==> src/afd_pkg.sv <==
// ----------------------------------------------------------------------------
// afd_pkg
// constants, types and tables shared by the anchor free detector decoder
// ----------------------------------------------------------------------------
package afd_pkg;

  localparam int MAX_CLASSES       = 80;
  localparam int IMAGE_MAX         = 1024;
  localparam int LEVELS            = 3;
  localparam int VALUE_FRAC_BITS   = 12;

  localparam int BASE_STRIDE_SHIFT = 3;
  localparam int BOX_FIELDS        = 5;
  localparam int LOG2E_Q16         = 94548;
  localparam int Q16               = 16;
  localparam int HALF_Q16          = 1 << (Q16 - 1);
  localparam int IMG_ALIGN         = 5;
  localparam int IMG_MIN           = 32;

  localparam int ADDR_W      = 5;
  localparam int DATA_W      = 32;
  localparam int VALUE_W     = 16;
  localparam int THR_W       = 16;
  localparam int CFG_IMG_W   = 11;
  localparam int NC_W        = 7;
  localparam int CLASS_W     = 7;
  localparam int CONF_W      = 16;
  localparam int COORD_OUT_W = 13;
  localparam int SIZE_OUT_W  = 12;
  localparam int LVL_W       = 2;

  localparam int POS_W     = $clog2(MAX_CLASSES + BOX_FIELDS);
  localparam int ROWLEN_W  = POS_W + 1;
  localparam int IMG_EFF_W = $clog2(IMAGE_MAX) + 1;
  localparam int IMGC_W    = (IMG_EFF_W > CFG_IMG_W) ? IMG_EFF_W : CFG_IMG_W;
  localparam int GRID_W    = $clog2(IMAGE_MAX >> BASE_STRIDE_SHIFT);

  localparam int SUM_W     = ((GRID_W + VALUE_FRAC_BITS > VALUE_W) ?
                              GRID_W + VALUE_FRAC_BITS : VALUE_W) + 2;
  localparam int MAX_SHIFT = BASE_STRIDE_SHIFT + LEVELS - 1 + Q16 - VALUE_FRAC_BITS;
  localparam int SH_W      = $clog2(MAX_SHIFT + 1);
  localparam int COORD_W   = SUM_W + MAX_SHIFT;
  localparam int BOX_W     = COORD_W + 1;

  localparam int SIZE_W      = SIZE_OUT_W + Q16;
  localparam int SIZE_SAT_E  = SIZE_W - Q16;
  localparam int TAB_W       = 18;
  localparam int INTERP_BITS = VALUE_FRAC_BITS - 4;
  localparam int R_W         = TAB_W + SIZE_SAT_E - 1;
  localparam int LOG2E_W     = 18;
  localparam int Y_W         = VALUE_W + LOG2E_W - Q16;
  localparam int EXP_W       = Y_W - VALUE_FRAC_BITS + 1;

  localparam int PROD_W     = 2 * VALUE_W;
  localparam int PROB_SHIFT = 2 * VALUE_FRAC_BITS - Q16;

  localparam logic signed [LOG2E_W-1:0] LOG2E_S = LOG2E_W'(LOG2E_Q16);
  localparam logic [SIZE_W-1:0] SIZE_CAP = {{SIZE_OUT_W{1'b1}}, {Q16{1'b0}}};

  localparam logic [POS_W-1:0] POS_DX  = POS_W'(0);
  localparam logic [POS_W-1:0] POS_DY  = POS_W'(1);
  localparam logic [POS_W-1:0] POS_LW  = POS_W'(2);
  localparam logic [POS_W-1:0] POS_LH  = POS_W'(3);
  localparam logic [POS_W-1:0] POS_OBJ = POS_W'(4);
  localparam logic [POS_W-1:0] POS_CLS = POS_W'(BOX_FIELDS);

  typedef enum logic [2:0] {
    REG_THR    = 3'd0,
    REG_ROWS   = 3'd1,
    REG_COLS   = 3'd2,
    REG_NC     = 3'd3,
    REG_CENTER = 3'd4
  } reg_idx_t;

  typedef struct packed {
    logic [THR_W-1:0]     thr;
    logic [CFG_IMG_W-1:0] rows;
    logic [CFG_IMG_W-1:0] cols;
    logic [NC_W-1:0]      nc;
    logic                 center;
  } cfg_t;

  typedef struct packed {
    logic [POS_W-1:0]  pos;
    logic [GRID_W-1:0] grid;
    logic [LVL_W-1:0]  lvl;
  } tag_t;

  // 2^(k/16) in q.16
  function automatic logic [TAB_W-1:0] pow2_frac(input logic [4:0] k);
    logic [TAB_W-1:0] v;
    case (k)
      5'd0:    v = TAB_W'(65536);
      5'd1:    v = TAB_W'(68438);
      5'd2:    v = TAB_W'(71468);
      5'd3:    v = TAB_W'(74631);
      5'd4:    v = TAB_W'(77936);
      5'd5:    v = TAB_W'(81386);
      5'd6:    v = TAB_W'(84989);
      5'd7:    v = TAB_W'(88752);
      5'd8:    v = TAB_W'(92682);
      5'd9:    v = TAB_W'(96785);
      5'd10:   v = TAB_W'(101070);
      5'd11:   v = TAB_W'(105545);
      5'd12:   v = TAB_W'(110218);
      5'd13:   v = TAB_W'(115098);
      5'd14:   v = TAB_W'(120194);
      5'd15:   v = TAB_W'(125515);
      5'd16:   v = TAB_W'(131072);
      default: v = TAB_W'(131072);
    endcase
    return v;
  endfunction

endpackage

==> src/afd_ifs.sv <==
// ----------------------------------------------------------------------------
// afd channel interfaces
// valid/ready channels for tensor words in and detection words out
// ----------------------------------------------------------------------------
interface afd_in_if;
  logic               valid;
  logic               ready;
  logic signed [15:0] tensor_value;
  logic               first_of_frame;

  modport source (output valid, output tensor_value, output first_of_frame, input ready);
  modport sink   (input valid, input tensor_value, input first_of_frame, output ready);
endinterface

interface afd_out_if;
  logic               valid;
  logic               ready;
  logic [6:0]         class_index;
  logic [15:0]        confidence;
  logic signed [12:0] box_x;
  logic signed [12:0] box_y;
  logic [11:0]        box_w;
  logic [11:0]        box_h;

  modport source (output valid, output class_index, output confidence, output box_x,
                  output box_y, output box_w, output box_h, input ready);
  modport sink   (input valid, input class_index, input confidence, input box_x,
                  input box_y, input box_w, input box_h, output ready);
endinterface

==> src/anchor_free_detector_decode.sv <==
// ----------------------------------------------------------------------------
// anchor_free_detector_decode
// decodes detector tensor words into thresholded boxes
// ----------------------------------------------------------------------------
// in_ch carries one signed q4.12 tensor word per transfer, in anchor row order
// (dx, dy, log w, log h, objectness, class scores); first_of_frame restarts at
// anchor zero. out_ch carries one detection word for each class score whose
// product with objectness beats the threshold; other words leave nothing.
// registers are to be written over the apb port only while the block is idle;
// the block itself does not enforce this. a word is taken into the input
// register, passes the multiply stage (coord shift, log2e product, objectness
// product) and the size and compare stage, and its detection lands in the
// output register. one word is taken every cycle unless a stalled detection
// holds the stages; the anchor walker and the 16x18 and 16x16 multipliers all
// run at that rate. reset returns the registers to their defaults, the walker
// to anchor zero and the box state to zero; no clearing pass is needed.
// when the receiver stalls the detection waits in the output register, and
// words keep being taken until a stalled detection reaches the size stage.
// ----------------------------------------------------------------------------
module anchor_free_detector_decode import afd_pkg::*; (
  input  logic              clk,
  input  logic              rst_n,
  afd_in_if.sink            in_ch,
  afd_out_if.source         out_ch,
  input  logic              psel,
  input  logic              penable,
  input  logic              pwrite,
  input  logic [ADDR_W-1:0] paddr,
  input  logic [DATA_W-1:0] pwdata,
  output logic [DATA_W-1:0] prdata,
  output logic              pready
);

  cfg_t cfg;
  tag_t tag;

  logic                       in_acc;
  logic                       out_free, s1_emit, s1_go, s1_free, s0_go, s0_free;

  logic                       s0_v_r;
  logic signed [VALUE_W-1:0]  s0_val_r;
  tag_t                       s0_tag_r;

  logic                       s1_v_r;
  logic [POS_W-1:0]           s1_pos_r;
  logic [LVL_W-1:0]           s1_lvl_r;
  logic signed [Y_W-1:0]      s1_y_r;
  logic signed [PROD_W-1:0]   s1_prod_r;

  logic signed [COORD_W-1:0]  cx_r, cy_r;
  logic [SIZE_W-1:0]          w_r, h_r;
  logic signed [VALUE_W-1:0]  obj_r;

  logic                       out_v_r;
  logic [CLASS_W-1:0]         cls_r;
  logic [CONF_W-1:0]          conf_r;
  logic signed [COORD_OUT_W-1:0] bx_r, by_r;
  logic [SIZE_OUT_W-1:0]      bw_r, bh_r;

  logic signed [SUM_W-1:0]    s0_sum;
  logic [SH_W-1:0]            s0_sh;
  logic signed [COORD_W-1:0]  s0_coord;
  logic signed [VALUE_W+LOG2E_W-1:0] s0_ly;
  logic signed [PROD_W-1:0]   s0_prod;

  logic [SIZE_W-1:0]          s1_size;
  logic [PROD_W-1:0]          s1_prob;
  logic [CONF_W-1:0]          s1_conf;
  logic signed [BOX_W-1:0]    s1_bx, s1_by;
  logic [SIZE_W-1:0]          s1_wr, s1_hr;

  function automatic logic [COORD_OUT_W-1:0] sat_coord(input logic signed [BOX_W-1:0] q);
    logic signed [BOX_W:0]       t;
    logic signed [BOX_W-Q16:0]   p;
    t = (BOX_W+1)'(q) + (BOX_W+1)'(HALF_Q16);
    p = (BOX_W-Q16+1)'(t >>> Q16);
    if (p < -(1 <<< (COORD_OUT_W-1))) begin
      return {1'b1, {(COORD_OUT_W-1){1'b0}}};
    end else if (p > ((1 <<< (COORD_OUT_W-1)) - 1)) begin
      return {1'b0, {(COORD_OUT_W-1){1'b1}}};
    end
    return p[COORD_OUT_W-1:0];
  endfunction

  afd_cfg u_cfg (
    .clk     (clk),
    .rst_n   (rst_n),
    .psel    (psel),
    .penable (penable),
    .pwrite  (pwrite),
    .paddr   (paddr),
    .pwdata  (pwdata),
    .prdata  (prdata),
    .pready  (pready),
    .cfg     (cfg)
  );

  afd_sched u_sched (
    .clk    (clk),
    .rst_n  (rst_n),
    .accept (in_acc),
    .first  (in_ch.first_of_frame),
    .cfg    (cfg),
    .tag    (tag)
  );

  afd_exp u_exp (
    .y    (s1_y_r),
    .lvl  (s1_lvl_r),
    .size (s1_size)
  );

  // handshake
  assign out_free    = !out_v_r || out_ch.ready;
  assign s1_go       = s1_v_r && (!s1_emit || out_free);
  assign s1_free     = !s1_v_r || s1_go;
  assign s0_go       = s0_v_r && s1_free;
  assign s0_free     = !s0_v_r || s0_go;
  assign in_ch.ready = s0_free;
  assign in_acc      = in_ch.valid && s0_free;

  // multiply stage
  always_comb begin
    s0_sum   = SUM_W'(s0_val_r) +
               $signed(SUM_W'({s0_tag_r.grid, {VALUE_FRAC_BITS{1'b0}}}));
    s0_sh    = SH_W'(BASE_STRIDE_SHIFT + Q16 - VALUE_FRAC_BITS) + SH_W'(s0_tag_r.lvl);
    s0_coord = COORD_W'(s0_sum) <<< s0_sh;
    s0_ly    = s0_val_r * LOG2E_S;
    s0_prod  = s0_val_r * obj_r;
  end

  // size and compare stage
  always_comb begin
    s1_prob = PROD_W'(s1_prod_r >>> PROB_SHIFT);
    s1_emit = (s1_pos_r >= POS_CLS) && (s1_prod_r > 0) && (s1_prob > PROD_W'(cfg.thr));
    s1_conf = (|s1_prob[PROD_W-1:CONF_W]) ? {CONF_W{1'b1}} : s1_prob[CONF_W-1:0];
    s1_bx   = BOX_W'(cx_r);
    s1_by   = BOX_W'(cy_r);
    if (!cfg.center) begin
      s1_bx = s1_bx - $signed(BOX_W'(w_r >> 1));
      s1_by = s1_by - $signed(BOX_W'(h_r >> 1));
    end
    s1_wr   = w_r + SIZE_W'(HALF_Q16);
    s1_hr   = h_r + SIZE_W'(HALF_Q16);
  end

  always_ff @(posedge clk) begin
    if (!rst_n) begin
      s0_v_r  <= 1'b0;
      s1_v_r  <= 1'b0;
      out_v_r <= 1'b0;
      cx_r    <= '0;
      cy_r    <= '0;
      w_r     <= '0;
      h_r     <= '0;
      obj_r   <= '0;
    end else begin
      if (in_acc) begin
        s0_v_r   <= 1'b1;
        s0_val_r <= in_ch.tensor_value;
        s0_tag_r <= tag;
      end else if (s0_go) begin
        s0_v_r <= 1'b0;
      end

      if (s0_go) begin
        s1_v_r    <= 1'b1;
        s1_pos_r  <= s0_tag_r.pos;
        s1_lvl_r  <= s0_tag_r.lvl;
        s1_y_r    <= Y_W'(s0_ly >>> Q16);
        s1_prod_r <= s0_prod;
        case (s0_tag_r.pos)
          POS_DX:  cx_r  <= s0_coord;
          POS_DY:  cy_r  <= s0_coord;
          POS_OBJ: obj_r <= s0_val_r;
          default: ;
        endcase
      end else if (s1_go) begin
        s1_v_r <= 1'b0;
      end

      if (s1_go) begin
        case (s1_pos_r)
          POS_LW:  w_r <= s1_size;
          POS_LH:  h_r <= s1_size;
          default: ;
        endcase
      end

      if (s1_go && s1_emit) begin
        out_v_r <= 1'b1;
        cls_r   <= CLASS_W'(s1_pos_r - POS_CLS);
        conf_r  <= s1_conf;
        bx_r    <= sat_coord(s1_bx);
        by_r    <= sat_coord(s1_by);
        bw_r    <= s1_wr[SIZE_W-1 -: SIZE_OUT_W];
        bh_r    <= s1_hr[SIZE_W-1 -: SIZE_OUT_W];
      end else if (out_ch.ready) begin
        out_v_r <= 1'b0;
      end
    end
  end

  assign out_ch.valid       = out_v_r;
  assign out_ch.class_index = cls_r;
  assign out_ch.confidence  = conf_r;
  assign out_ch.box_x       = bx_r;
  assign out_ch.box_y       = by_r;
  assign out_ch.box_w       = bw_r;
  assign out_ch.box_h       = bh_r;

endmodule

==> src/afd_cfg.sv <==
// ----------------------------------------------------------------------------
// afd_cfg
// apb register file holding threshold, image size, class count and box mode
// ----------------------------------------------------------------------------
module afd_cfg import afd_pkg::*; (
  input  logic              clk,
  input  logic              rst_n,
  input  logic              psel,
  input  logic              penable,
  input  logic              pwrite,
  input  logic [ADDR_W-1:0] paddr,
  input  logic [DATA_W-1:0] pwdata,
  output logic [DATA_W-1:0] prdata,
  output logic              pready,
  output cfg_t              cfg
);

  cfg_t     cfg_r;
  reg_idx_t idx;
  logic     wr_en;

  assign idx    = reg_idx_t'(paddr[ADDR_W-1:2]);
  assign wr_en  = psel && penable && pwrite;
  assign pready = 1'b1;
  assign cfg    = cfg_r;

  always_ff @(posedge clk) begin
    if (!rst_n) begin
      cfg_r.thr    <= THR_W'(16384);
      cfg_r.rows   <= CFG_IMG_W'(640);
      cfg_r.cols   <= CFG_IMG_W'(640);
      cfg_r.nc     <= NC_W'(80);
      cfg_r.center <= 1'b0;
    end else if (wr_en) begin
      case (idx)
        REG_THR:    cfg_r.thr    <= pwdata[THR_W-1:0];
        REG_ROWS:   cfg_r.rows   <= pwdata[CFG_IMG_W-1:0];
        REG_COLS:   cfg_r.cols   <= pwdata[CFG_IMG_W-1:0];
        REG_NC:     cfg_r.nc     <= pwdata[NC_W-1:0];
        REG_CENTER: cfg_r.center <= pwdata[0];
        default: ;
      endcase
    end
  end

  always_comb begin
    case (idx)
      REG_THR:    prdata = DATA_W'(cfg_r.thr);
      REG_ROWS:   prdata = DATA_W'(cfg_r.rows);
      REG_COLS:   prdata = DATA_W'(cfg_r.cols);
      REG_NC:     prdata = DATA_W'(cfg_r.nc);
      REG_CENTER: prdata = DATA_W'(cfg_r.center);
      default:    prdata = '0;
    endcase
  end

endmodule

==> src/afd_sched.sv <==
// ----------------------------------------------------------------------------
// afd_sched
// anchor walker: element position, grid column and row, stride level
// ----------------------------------------------------------------------------
module afd_sched import afd_pkg::*; (
  input  logic clk,
  input  logic rst_n,
  input  logic accept,
  input  logic first,
  input  cfg_t cfg,
  output tag_t tag
);

  logic [POS_W-1:0]    pos_r, pos_nxt, pos_raw, pos_eff;
  logic [GRID_W-1:0]   gc_r, gc_nxt, gc_e;
  logic [GRID_W-1:0]   gr_r, gr_nxt, gr_e;
  logic [LVL_W-1:0]    lvl_r, lvl_nxt, lvl_e;
  logic [LVL_W:0]      lvl_inc;
  logic [NC_W-1:0]     nc_eff;
  logic [ROWLEN_W-1:0] row_len;
  logic [IMGC_W-1:0]   cols, rows;
  logic [GRID_W:0]     gc_inc, gr_inc;
  logic                last_elem;

  function automatic logic [IMGC_W-1:0] eff_image(input logic [CFG_IMG_W-1:0] r);
    logic [IMGC_W-1:0] v;
    v = IMGC_W'(r);
    if (v > IMGC_W'(IMAGE_MAX)) v = IMGC_W'(IMAGE_MAX);
    v[IMG_ALIGN-1:0] = '0;
    if (v < IMGC_W'(IMG_MIN)) v = IMGC_W'(IMG_MIN);
    return v;
  endfunction

  always_comb begin
    if (cfg.nc == '0) begin
      nc_eff = NC_W'(1);
    end else if (cfg.nc > NC_W'(MAX_CLASSES)) begin
      nc_eff = NC_W'(MAX_CLASSES);
    end else begin
      nc_eff = cfg.nc;
    end
    row_len = ROWLEN_W'(BOX_FIELDS) + ROWLEN_W'(nc_eff);

    pos_raw = first ? '0 : pos_r;
    gc_e    = first ? '0 : gc_r;
    gr_e    = first ? '0 : gr_r;
    lvl_e   = (first || lvl_r >= LVL_W'(LEVELS)) ? '0 : lvl_r;
    pos_eff = (ROWLEN_W'(pos_raw) >= row_len) ? POS_W'(row_len - ROWLEN_W'(1)) : pos_raw;

    cols    = eff_image(cfg.cols) >> (BASE_STRIDE_SHIFT + int'(lvl_e));
    rows    = eff_image(cfg.rows) >> (BASE_STRIDE_SHIFT + int'(lvl_e));
    gc_inc  = (GRID_W+1)'(gc_e) + (GRID_W+1)'(1);
    gr_inc  = (GRID_W+1)'(gr_e) + (GRID_W+1)'(1);
    lvl_inc = (LVL_W+1)'(lvl_e) + (LVL_W+1)'(1);
    last_elem = (ROWLEN_W'(pos_eff) + ROWLEN_W'(1)) >= row_len;

    pos_nxt = pos_eff + POS_W'(1);
    gc_nxt  = gc_e;
    gr_nxt  = gr_e;
    lvl_nxt = lvl_e;
    if (last_elem) begin
      pos_nxt = '0;
      if (IMGC_W'(gc_inc) >= cols) begin
        gc_nxt = '0;
        if (IMGC_W'(gr_inc) >= rows) begin
          gr_nxt  = '0;
          lvl_nxt = (lvl_inc >= (LVL_W+1)'(LEVELS)) ? '0 : lvl_inc[LVL_W-1:0];
        end else begin
          gr_nxt = gr_inc[GRID_W-1:0];
        end
      end else begin
        gc_nxt = gc_inc[GRID_W-1:0];
      end
    end

    tag.pos  = pos_eff;
    tag.grid = (pos_eff == POS_DY) ? gr_e : gc_e;
    tag.lvl  = lvl_e;
  end

  always_ff @(posedge clk) begin
    if (!rst_n) begin
      pos_r <= '0;
      gc_r  <= '0;
      gr_r  <= '0;
      lvl_r <= '0;
    end else if (accept) begin
      pos_r <= pos_nxt;
      gc_r  <= gc_nxt;
      gr_r  <= gr_nxt;
      lvl_r <= lvl_nxt;
    end
  end

endmodule

==> src/afd_exp.sv <==
// ----------------------------------------------------------------------------
// afd_exp
// box size from log2 domain value: table plus linear interpolation, scaled
// by stride and exponent, saturated to the 4095 pixel cap
// ----------------------------------------------------------------------------
module afd_exp import afd_pkg::*; (
  input  logic signed [Y_W-1:0]   y,
  input  logic [LVL_W-1:0]        lvl,
  output logic [SIZE_W-1:0]       size
);

  logic signed [EXP_W-1:0]         e;
  logic [EXP_W-1:0]                e_neg;
  logic [3:0]                      idx;
  logic [INTERP_BITS-1:0]          rem;
  logic [TAB_W-1:0]                t0, t1, diff, mant;
  logic [TAB_W+INTERP_BITS-1:0]    step;
  logic [R_W-1:0]                  r;

  always_comb begin
    e     = EXP_W'(y >>> VALUE_FRAC_BITS) + EXP_W'(BASE_STRIDE_SHIFT) + EXP_W'(lvl);
    e_neg = EXP_W'(-e);
    idx   = y[VALUE_FRAC_BITS-1 -: 4];
    rem   = y[INTERP_BITS-1:0];
    t0    = pow2_frac({1'b0, idx});
    t1    = pow2_frac({1'b0, idx} + 5'd1);
    diff  = t1 - t0;
    step  = (TAB_W+INTERP_BITS)'(diff) * (TAB_W+INTERP_BITS)'(rem);
    mant  = t0 + TAB_W'(step >> INTERP_BITS);
    if (e >= $signed(EXP_W'(SIZE_SAT_E))) begin
      r = R_W'(SIZE_CAP);
    end else if (e >= $signed(EXP_W'(0))) begin
      r = R_W'(mant) << e[EXP_W-2:0];
    end else begin
      r = R_W'(mant) >> e_neg;
    end
    size = (r > R_W'(SIZE_CAP)) ? SIZE_CAP : SIZE_W'(r);
  end

endmodule

==> src/flat_wrapper.sv <==
// flat-port wrapper written by rule: the top's interface ports become plain ports
module anchor_free_detector_decode_flat import afd_pkg::*;
  (clk, rst_n, psel, penable, pwrite, paddr, pwdata, prdata, pready, in_ch_valid, in_ch_tensor_value, in_ch_first_of_frame, in_ch_ready, out_ch_valid, out_ch_class_index, out_ch_confidence, out_ch_box_x, out_ch_box_y, out_ch_box_w, out_ch_box_h, out_ch_ready);
  afd_in_if in_ch_i ();
  afd_out_if out_ch_i ();
  input  logic clk;
  input  logic rst_n;
  input  logic psel;
  input  logic penable;
  input  logic pwrite;
  input  logic [ADDR_W-1:0] paddr;
  input  logic [DATA_W-1:0] pwdata;
  output logic [DATA_W-1:0] prdata;
  output logic pready;
  input wire logic [$bits(in_ch_i.valid)-1:0] in_ch_valid;
  input wire logic [$bits(in_ch_i.tensor_value)-1:0] in_ch_tensor_value;
  input wire logic [$bits(in_ch_i.first_of_frame)-1:0] in_ch_first_of_frame;
  output wire logic [$bits(in_ch_i.ready)-1:0] in_ch_ready;
  output wire logic [$bits(out_ch_i.valid)-1:0] out_ch_valid;
  output wire logic [$bits(out_ch_i.class_index)-1:0] out_ch_class_index;
  output wire logic [$bits(out_ch_i.confidence)-1:0] out_ch_confidence;
  output wire logic [$bits(out_ch_i.box_x)-1:0] out_ch_box_x;
  output wire logic [$bits(out_ch_i.box_y)-1:0] out_ch_box_y;
  output wire logic [$bits(out_ch_i.box_w)-1:0] out_ch_box_w;
  output wire logic [$bits(out_ch_i.box_h)-1:0] out_ch_box_h;
  input wire logic [$bits(out_ch_i.ready)-1:0] out_ch_ready;
  assign in_ch_i.valid = in_ch_valid;
  assign in_ch_i.tensor_value = in_ch_tensor_value;
  assign in_ch_i.first_of_frame = in_ch_first_of_frame;
  assign in_ch_ready = in_ch_i.ready;
  assign out_ch_valid = out_ch_i.valid;
  assign out_ch_class_index = out_ch_i.class_index;
  assign out_ch_confidence = out_ch_i.confidence;
  assign out_ch_box_x = out_ch_i.box_x;
  assign out_ch_box_y = out_ch_i.box_y;
  assign out_ch_box_w = out_ch_i.box_w;
  assign out_ch_box_h = out_ch_i.box_h;
  assign out_ch_i.ready = out_ch_ready;
  anchor_free_detector_decode u_core (.clk(clk), .rst_n(rst_n), .in_ch(in_ch_i), .out_ch(out_ch_i), .psel(psel), .penable(penable), .pwrite(pwrite), .paddr(paddr), .pwdata(pwdata), .prdata(prdata), .pready(pready));
endmodule
==> config.mk <==
export PLATFORM = sky130hd
export DESIGN_NAME = anchor_free_detector_decode_flat
export DESIGN_NICKNAME = d
export VERILOG_FILES = /design/src/afd_pkg.sv /design/src/afd_ifs.sv /design/src/anchor_free_detector_decode.sv /design/src/afd_cfg.sv /design/src/afd_sched.sv /design/src/afd_exp.sv /design/src/flat_wrapper.sv
export SDC_FILE = /design/constraint.sdc
export NUM_CORES = 2
export LEC_CHECK = 0
export ABC_CLOCK_PERIOD_IN_PS = 11800
export BUFFER_PORTS_ARGS = -buffer_cell sky130_fd_sc_hd__buf_2
export CORE_ASPECT_RATIO = 2
export CORE_MARGIN = 4
export CORE_UTILIZATION = 35
export CTS_CLUSTER_SIZE = 24
export DETAILED_ROUTE_END_ITERATION = 16
export PLACE_DENSITY = 0.52
export SYNTH_ARGS = -nofsm -noshare
export SYNTH_HDL_FRONTEND = slang
export SYNTH_SLANG_ARGS = --single-unit
==> constraint.sdc <==
create_clock -name clk -period 11.8 [get_ports clk]
set_clock_uncertainty 0.1 [all_clocks]
set_input_delay 1.77 -clock clk [delete_from_list [all_inputs] [get_ports clk]]
set_output_delay 1.77 -clock clk [all_outputs]
set_load 0.01 [all_outputs]
# [After elaboration in Yosys (flattened, before gate mapping)]
# Memory sizes are Yosys's and may differ from the RTL's. A register that Yosys moved wholly into a read port is not among the register bits.
# Index checks and enable logic that the tools add are counted.
[classes] add_sub_neg=23 mul=3 magnitude_cmp=21 n_eq_ne=9 n_shift=5 mux=49 n_reduce_logical=37
[ops] op="7-bit two-way mux" n=13
[ops] op="16-bit case mux with 5 select lines" n=1
[ops] op="13-bit two-way mux" n=6
[ops] op="31-bit by 17-bit adder with 32-bit output, second input constant" n=2
[ops] op="31-bit two-way mux" n=2
[ops] op="30-bit by 28-bit subtractor with 31-bit output" n=2
[ops] op="29-bit two-way mux" n=2
[ops] op="28-bit by 16-bit adder with 28-bit output, second input constant" n=2
[ops] op="11-bit two-way mux" n=4
[ops] op="16-bit by 13-bit greater-than comparator with 1-bit output, second input constant" n=2
[ops] op="32-bit by 1-bit greater-than comparator with 1-bit output, second input constant" n=1
[ops] op="32-bit by 16-bit greater-than comparator with 1-bit output" n=1
[ops] op="16-bit by 13-bit less-than comparator with 1-bit output, second input constant" n=2
[ops] op="16-bit by 16-bit multiplier with 32-bit output" n=1
[ops] op="16-bit by 16-bit multiplier with 32-bit output, second input constant" n=1
[ops] op="11-bit by 32-bit right shift with 11-bit output" n=1
[ops] op="21-bit by 4-bit <<< shifter with 30-bit output" n=1
[ops] op="29-bit by 28-bit greater-than comparator with 1-bit output, second input constant" n=1
[ops] op="18-bit by 6-bit << shifter with 29-bit output" n=1
[ops] op="18-bit by 7-bit right shift with 29-bit output" n=1
[ops] op="28-bit two-way mux" n=1
[ops] op="18-bit by 8-bit multiplier with 26-bit output" n=1
[ops] op="2-bit AND reduction" n=13
[ops] op="7-bit by 1-bit adder with 8-bit output, second input constant" n=3
[ops] op="42 further kinds" n=82
[word_totals] regBits=368 romBits=832 output_inout_bits=108 memories=2
[memory_table] memory="(name not given)" words=32 width=18 rd=1 rd_clocked_by_memory_dff=0 write_ports=0 line_no="afd_pkg.sv:92" rtl="case (k)"
[memory_table] memory="(name not given)" words=16 width=16 rd=1 rd_clocked_by_memory_dff=1 write_ports=0 line_no="afd_pkg.sv:92"

# [Logic depth before layout (Yosys ltp)]
[logic_depth] word_depth=11 ltp_mapped=58 ltp_nobuf=55

# [Cells and area by module]
# Synthesis repeated with hierarchy kept, for this count alone.
[hier_totals] cells_unflattened=5087 hier_area_um2=44750.4
[modules_own_cells] mod="anchor_free_detector_decode" instances=1 cells_each=3157 area_each_um2=29917.4 seq_area_each_um2=7587.3
[modules_own_cells] mod="afd_exp" instances=1 cells_each=1281 area_each_um2=9431.5 seq_area_each_um2=0.0
[modules_own_cells] mod="afd_sched" instances=1 cells_each=405 area_each_um2=3076.7 seq_area_each_um2=460.4
[modules_own_cells] mod="afd_cfg" instances=1 cells_each=244 area_each_um2=2324.7 seq_area_each_um2=920.9

# [Least setup slack after synthesis]
# Ideal clock, no wire load.
[synth_timing] path_type="reg-to-reg" start="reg u_core.s1_y_r[9]" end="reg u_core.h_r[13]" setup_ps=127 arrival_ps=11157 t_required_ps=11573 slack_ps=416 stages_incl_launch_ff=58 n_path_buf=3 path_cell_list="edfxtp_1 ha_1 nand2b_1 and2_1 clkbuf_1 nor2_1 nand2_1 a31o_2 ha_1 fa_1 nor2b_1 o21ai_0 a21boi_0 o21ai_0 a21boi_0 o21ai_0 a21boi_0 o21ai_0 [22 not listed] nor2_1 xnor2_1 ha_1 buf_1 nor4_1 a31oi_1 nand2_1 a211o_1 o221ai_1 mux4_2 o21ai_0 o211ai_1 o211ai_1 nor4b_1 nand4_1 a211oi_2 buf_4 o31ai_1"
[synth_between] elab_chain_cells=10 word_cells_on_any_way=11 classes_between="add/sub: 3; mul: 1; order compare: 1; shift: 2; mux: 3; memory: 1"
[synth_lines] element="start: declaration" line_no="anchor_free_detector_decode.sv:47" rtl="logic signed [Y_W-1:0] s1_y_r;"
[synth_lines] element="start signal: assignment" line_no="anchor_free_detector_decode.sv:170" rtl="s1_y_r <= Y_W'(s0_ly >>> Q16);"
[synth_lines] element="4-bit by 1-bit adder with 5-bit output *" line_no="afd_exp.sv:26" rtl="t1 = pow2_frac({1'b0, idx} + 5'd1);"
[synth_lines] element="memory read 32 x 18 bit *"
[synth_lines] element="18-bit subtractor *" line_no="afd_exp.sv:27" rtl="diff = t1 - t0;"
[synth_lines] element="18-bit by 8-bit multiplier with 26-bit output *" line_no="afd_exp.sv:28" rtl="step = (TAB_W+INTERP_BITS)'(diff) * (TAB_W+INTERP_BITS)'(rem);"
[synth_lines] element="18-bit adder *" line_no="afd_exp.sv:29" rtl="mant = t0 + TAB_W'(step >> INTERP_BITS);"
[synth_lines] element="18-bit by 7-bit right shift with 29-bit output or 18-bit by 6-bit << shifter with 29-bit output (tied branches)" line_no="afd_exp.sv:35, afd_exp.sv:33"
[synth_lines] element="29-bit two-way mux *" line_no="afd_exp.sv:32" rtl="end else if (e >= $signed(EXP_W'(0))) begin"
[synth_lines] element="29-bit two-way mux *" line_no="afd_exp.sv:30" rtl="if (e >= $signed(EXP_W'(SIZE_SAT_E))) begin"
[synth_lines] element="29-bit by 28-bit greater-than comparator with 1-bit output" line_no="afd_exp.sv:37" rtl="size = (r > R_W'(SIZE_CAP)) ? SIZE_CAP : SIZE_W'(r);"
[synth_lines] element="28-bit two-way mux *" line_no="afd_exp.sv:37"
[synth_lines] element="end signal: assignment" line_no="anchor_free_detector_decode.sv:185" rtl="POS_LH: h_r <= s1_size;"
[synth_lines] element="end: declaration" line_no="anchor_free_detector_decode.sv:51" rtl="logic [SIZE_W-1:0] w_r, h_r;"
# Mark *: on every way between the ends. The rest lies on a longest branch, timed or not.
# A chain may end at the register's enable or synchronous reset.

# [Final worst setup path]
[layout_timing] start="reg u_core.s1_y_r[8]" end="reg u_core.h_r[12]"
# Same word-level chain as after synthesis.

==> metrics.txt <==
number of global-route vias before repair between 30,000 and 40,000; Initial Util 35.26%; drt initial violations about 1,500; Worst Tran Pin Value between 1 and 1.5 ns; Max stage delay cell, worst path fa_2; via count ~36,000; hold path start u_core.s0_tag_r[15]; R2R Path Start u_core.s1_y_r[8]; IO buf count about 130; Sink Count between 300 and 400; max incr delay on CP 0.55 ns; cell with the most instances after synthesis inv_1; initial antenna violation count 3; GRT Residual Overflow 0; standard-cell rows around 180; Async SR Flop Fraction 0%; Die ar. between 100,000 and 150,000 sq um; Critical Path AT 11.74 ns; Reg2Reg Setup Slack around 0.46 ns; Layout Area Growth over Synthesis 14.02%; Chip Height 511.7 um; Hold Path End u_core.s1_pos_r[6]; Most used DFF post-synth dfxtp_1; Tot GR Track Use between 10% and 20%; Post-synth EDFFs around 160; Synth Register Bits ~380; most used cell, CP o21a_1; first-pass GRT wire length about 200,000 um; top cell type by total area after synthesis fa_1; final wirelength around 130,000 um; CTS buffer count between 40 and 50; min Tclk post-route 11.34 ns; Top-Level Pins 169; CTS Root Cell clkbuf_16; YS warnings 0; type of origin of the critical path register; Tcrit/Tclk final 96.13%; share of the synthesized area in the top cell type 20.02%; Final Hold Vio Count 0; sequential fraction of the synthesis area between 20% and 30%; CP startpoint u_core.s1_y_r[8]; top post-synthesis cells by count 734 x inv_1, 533 x nand2_1, 444 x fa_1, 413 x ha_1, 274 x and2_1; Rel. slew slack between 30% and 40%; Clock Tree Buf Depth 3; Register-to-Register Path Depth 60; post-route ant nets 0; largest net degree at the start of global routing slightly below 200; Routability Congestion 0.9339; average size of a mapped cell ~8.9 sq um; DR DRC count 0; status completed; CP Capture Type register; synthesized instance count approximately 5,000; clock-pin slew of the registers on the worst-case setup and hold paths about 0.070 ns; DP Worst Slack -0.4008 ns; Crit Path Max Fanout 9; CP Class reg2reg; Final Max Tran Viols 0; setup ws final approximately 0.46 ns; Post-DP HPWL just over 100,000 um; H-Tree Depth 2; core area around 130,000 sq um; clk_lat worst skew ~0.60 ns; Finished Core Util between 40% and 50%; Synth area leaders fa_1 20%, ha_1 12%, edfxtp_1 11%; Hold Path Class reg2reg; first drt pass iteration count 5; Netlist Area Pre-Place about 44,000 sq um; critical path data required time 12.20 ns; fmax roughly 88 MHz; DR WL/cell approximately 18 um; Diodes inserted 0; hold bufs inserted after CTS 0; Net count, final ~6,200; Vias/cell around 5.1; CTS tree done; RR Endpoint u_core.h_r[12]; MaxCap Viol Count 0; Cell variety after synth approximately 100; Final setup viols 0; Cells on Worst Hold Path 0; layout cells sized above 1 13.21%; die width approximately 260 um
-- cells in the final DEF (no fill, tap or decap), types with 43 or more instances in the layout --
cell type / count
and3_1: 43
mux2i_1: 103
nor2b_1: 107
fa_1: 441
dfxtp_1: 217
nor3_1: 70
nand2_1: 533
ha_1: 399
buf_4: 291
edfxtp_1: 164
o21ai_0: 172
xor2_1: 54
buf_2: 132
clkbuf_16: 43
and2_1: 269
a21o_1: 64
o21a_1: 50
nand3_1: 83
inv_1: 728
a21oi_1: 172
xnor2_1: 137
nor2_1: 264
o211a_1: 63
-- layer usage --
layer | up-vias | global-route usage [%] | share of wire [%]
met1 | 17680 | 20.18 | 37
met4 | 0 | 6.681 | 3.9
met3 | 253 | 1.391 | 2.3
met5 | - | 0 | 0
li1 | 17220 | - | -
met2 | 620 | 39.22 | 57
-- registers in the layout (all words and copies together) (netlist names), 16 cells and up --
name and count:
u_core.cx_r 30, u_core.s1_y_r 18, u_core.s0_tag_r 16, u_core.h_r 27, u_core.cy_r 30, u_core.u_exp.t0 16, u_core.s1_prod_r 32, u_core.s0_val_r 16
u_core.w_r 27, u_core.u_cfg.cfg 46, u_core.out_ch.confidence 16, u_core.obj_r 16
-- critical path: cells and delay by family, from the launching register on --
family	cells	cell delay, ns
adders and majority gates	7	2.73
and+or+nand+nor	11	1.33
muxes	2	0.55
buffers and inverters	11	1.32
DFF	1	0.45
xor gates and xnor gates	1	0.08
AOI/OAI and AO/OA	28	4.68
-- layout make-up --
type,count,area [sq um]
clock buffers,44,1059
clock inverters,31,334.1
fillers,12820,75300
inverters,744,2796
multi-input cells,3688,32070
flip-flops and latches,382,9290
well taps,1674,2095
repair buffers,433,2988
-- worst max path at each step --
stage,to,depth (start not counted)
5_1_grt,u_core.h_r[12],60
3_5_place_dp,u_core.h_r[14],58
4_1_cts,u_core.h_r[12],58
6_report,u_core.h_r[12],60
2_1_floorplan,u_core.h_r[13],57
3_3_place_gp,u_core.w_r[14],58
-- metrics by stage --
step,TNS [ns],instance area [sq um],std cells,hold WS (ns)
finish,0,50630,6996,0.3522
global route,-0.6960,50630,6996,0.3658
CTS,0,49860,6966,0.3532
detailed placement,-6.492,48400,6891,0.3392
global placement,-6.346,48400,6891,0.3327
floorplan,0,44460,5030,0.3244
-- logic make-up after synthesis --
group,Yosys count,synth area share (%)
DFF,382,20.92
and+or+nand+nor,1555,17.19
xor gates and xnor gates,194,3.827
AOI/OAI and AO/OA,923,14.29
muxes,140,3.790
buffers and inverters,960,8.290
adders and majority gates,858,31.68
other,2,0.01691
-- timing repair --
action,in CTS,in global routing
setup endpoints to repair,26,52
pin swaps,6,87
gates resized for setup,21,122
setup buffers,0,28
cloned,0,2
endpoints found under the hold margin,0,0
Power is left out: the tool's default activity adds up to more than one toggle a clock period on the data nets, which glitch-free logic cannot reach.
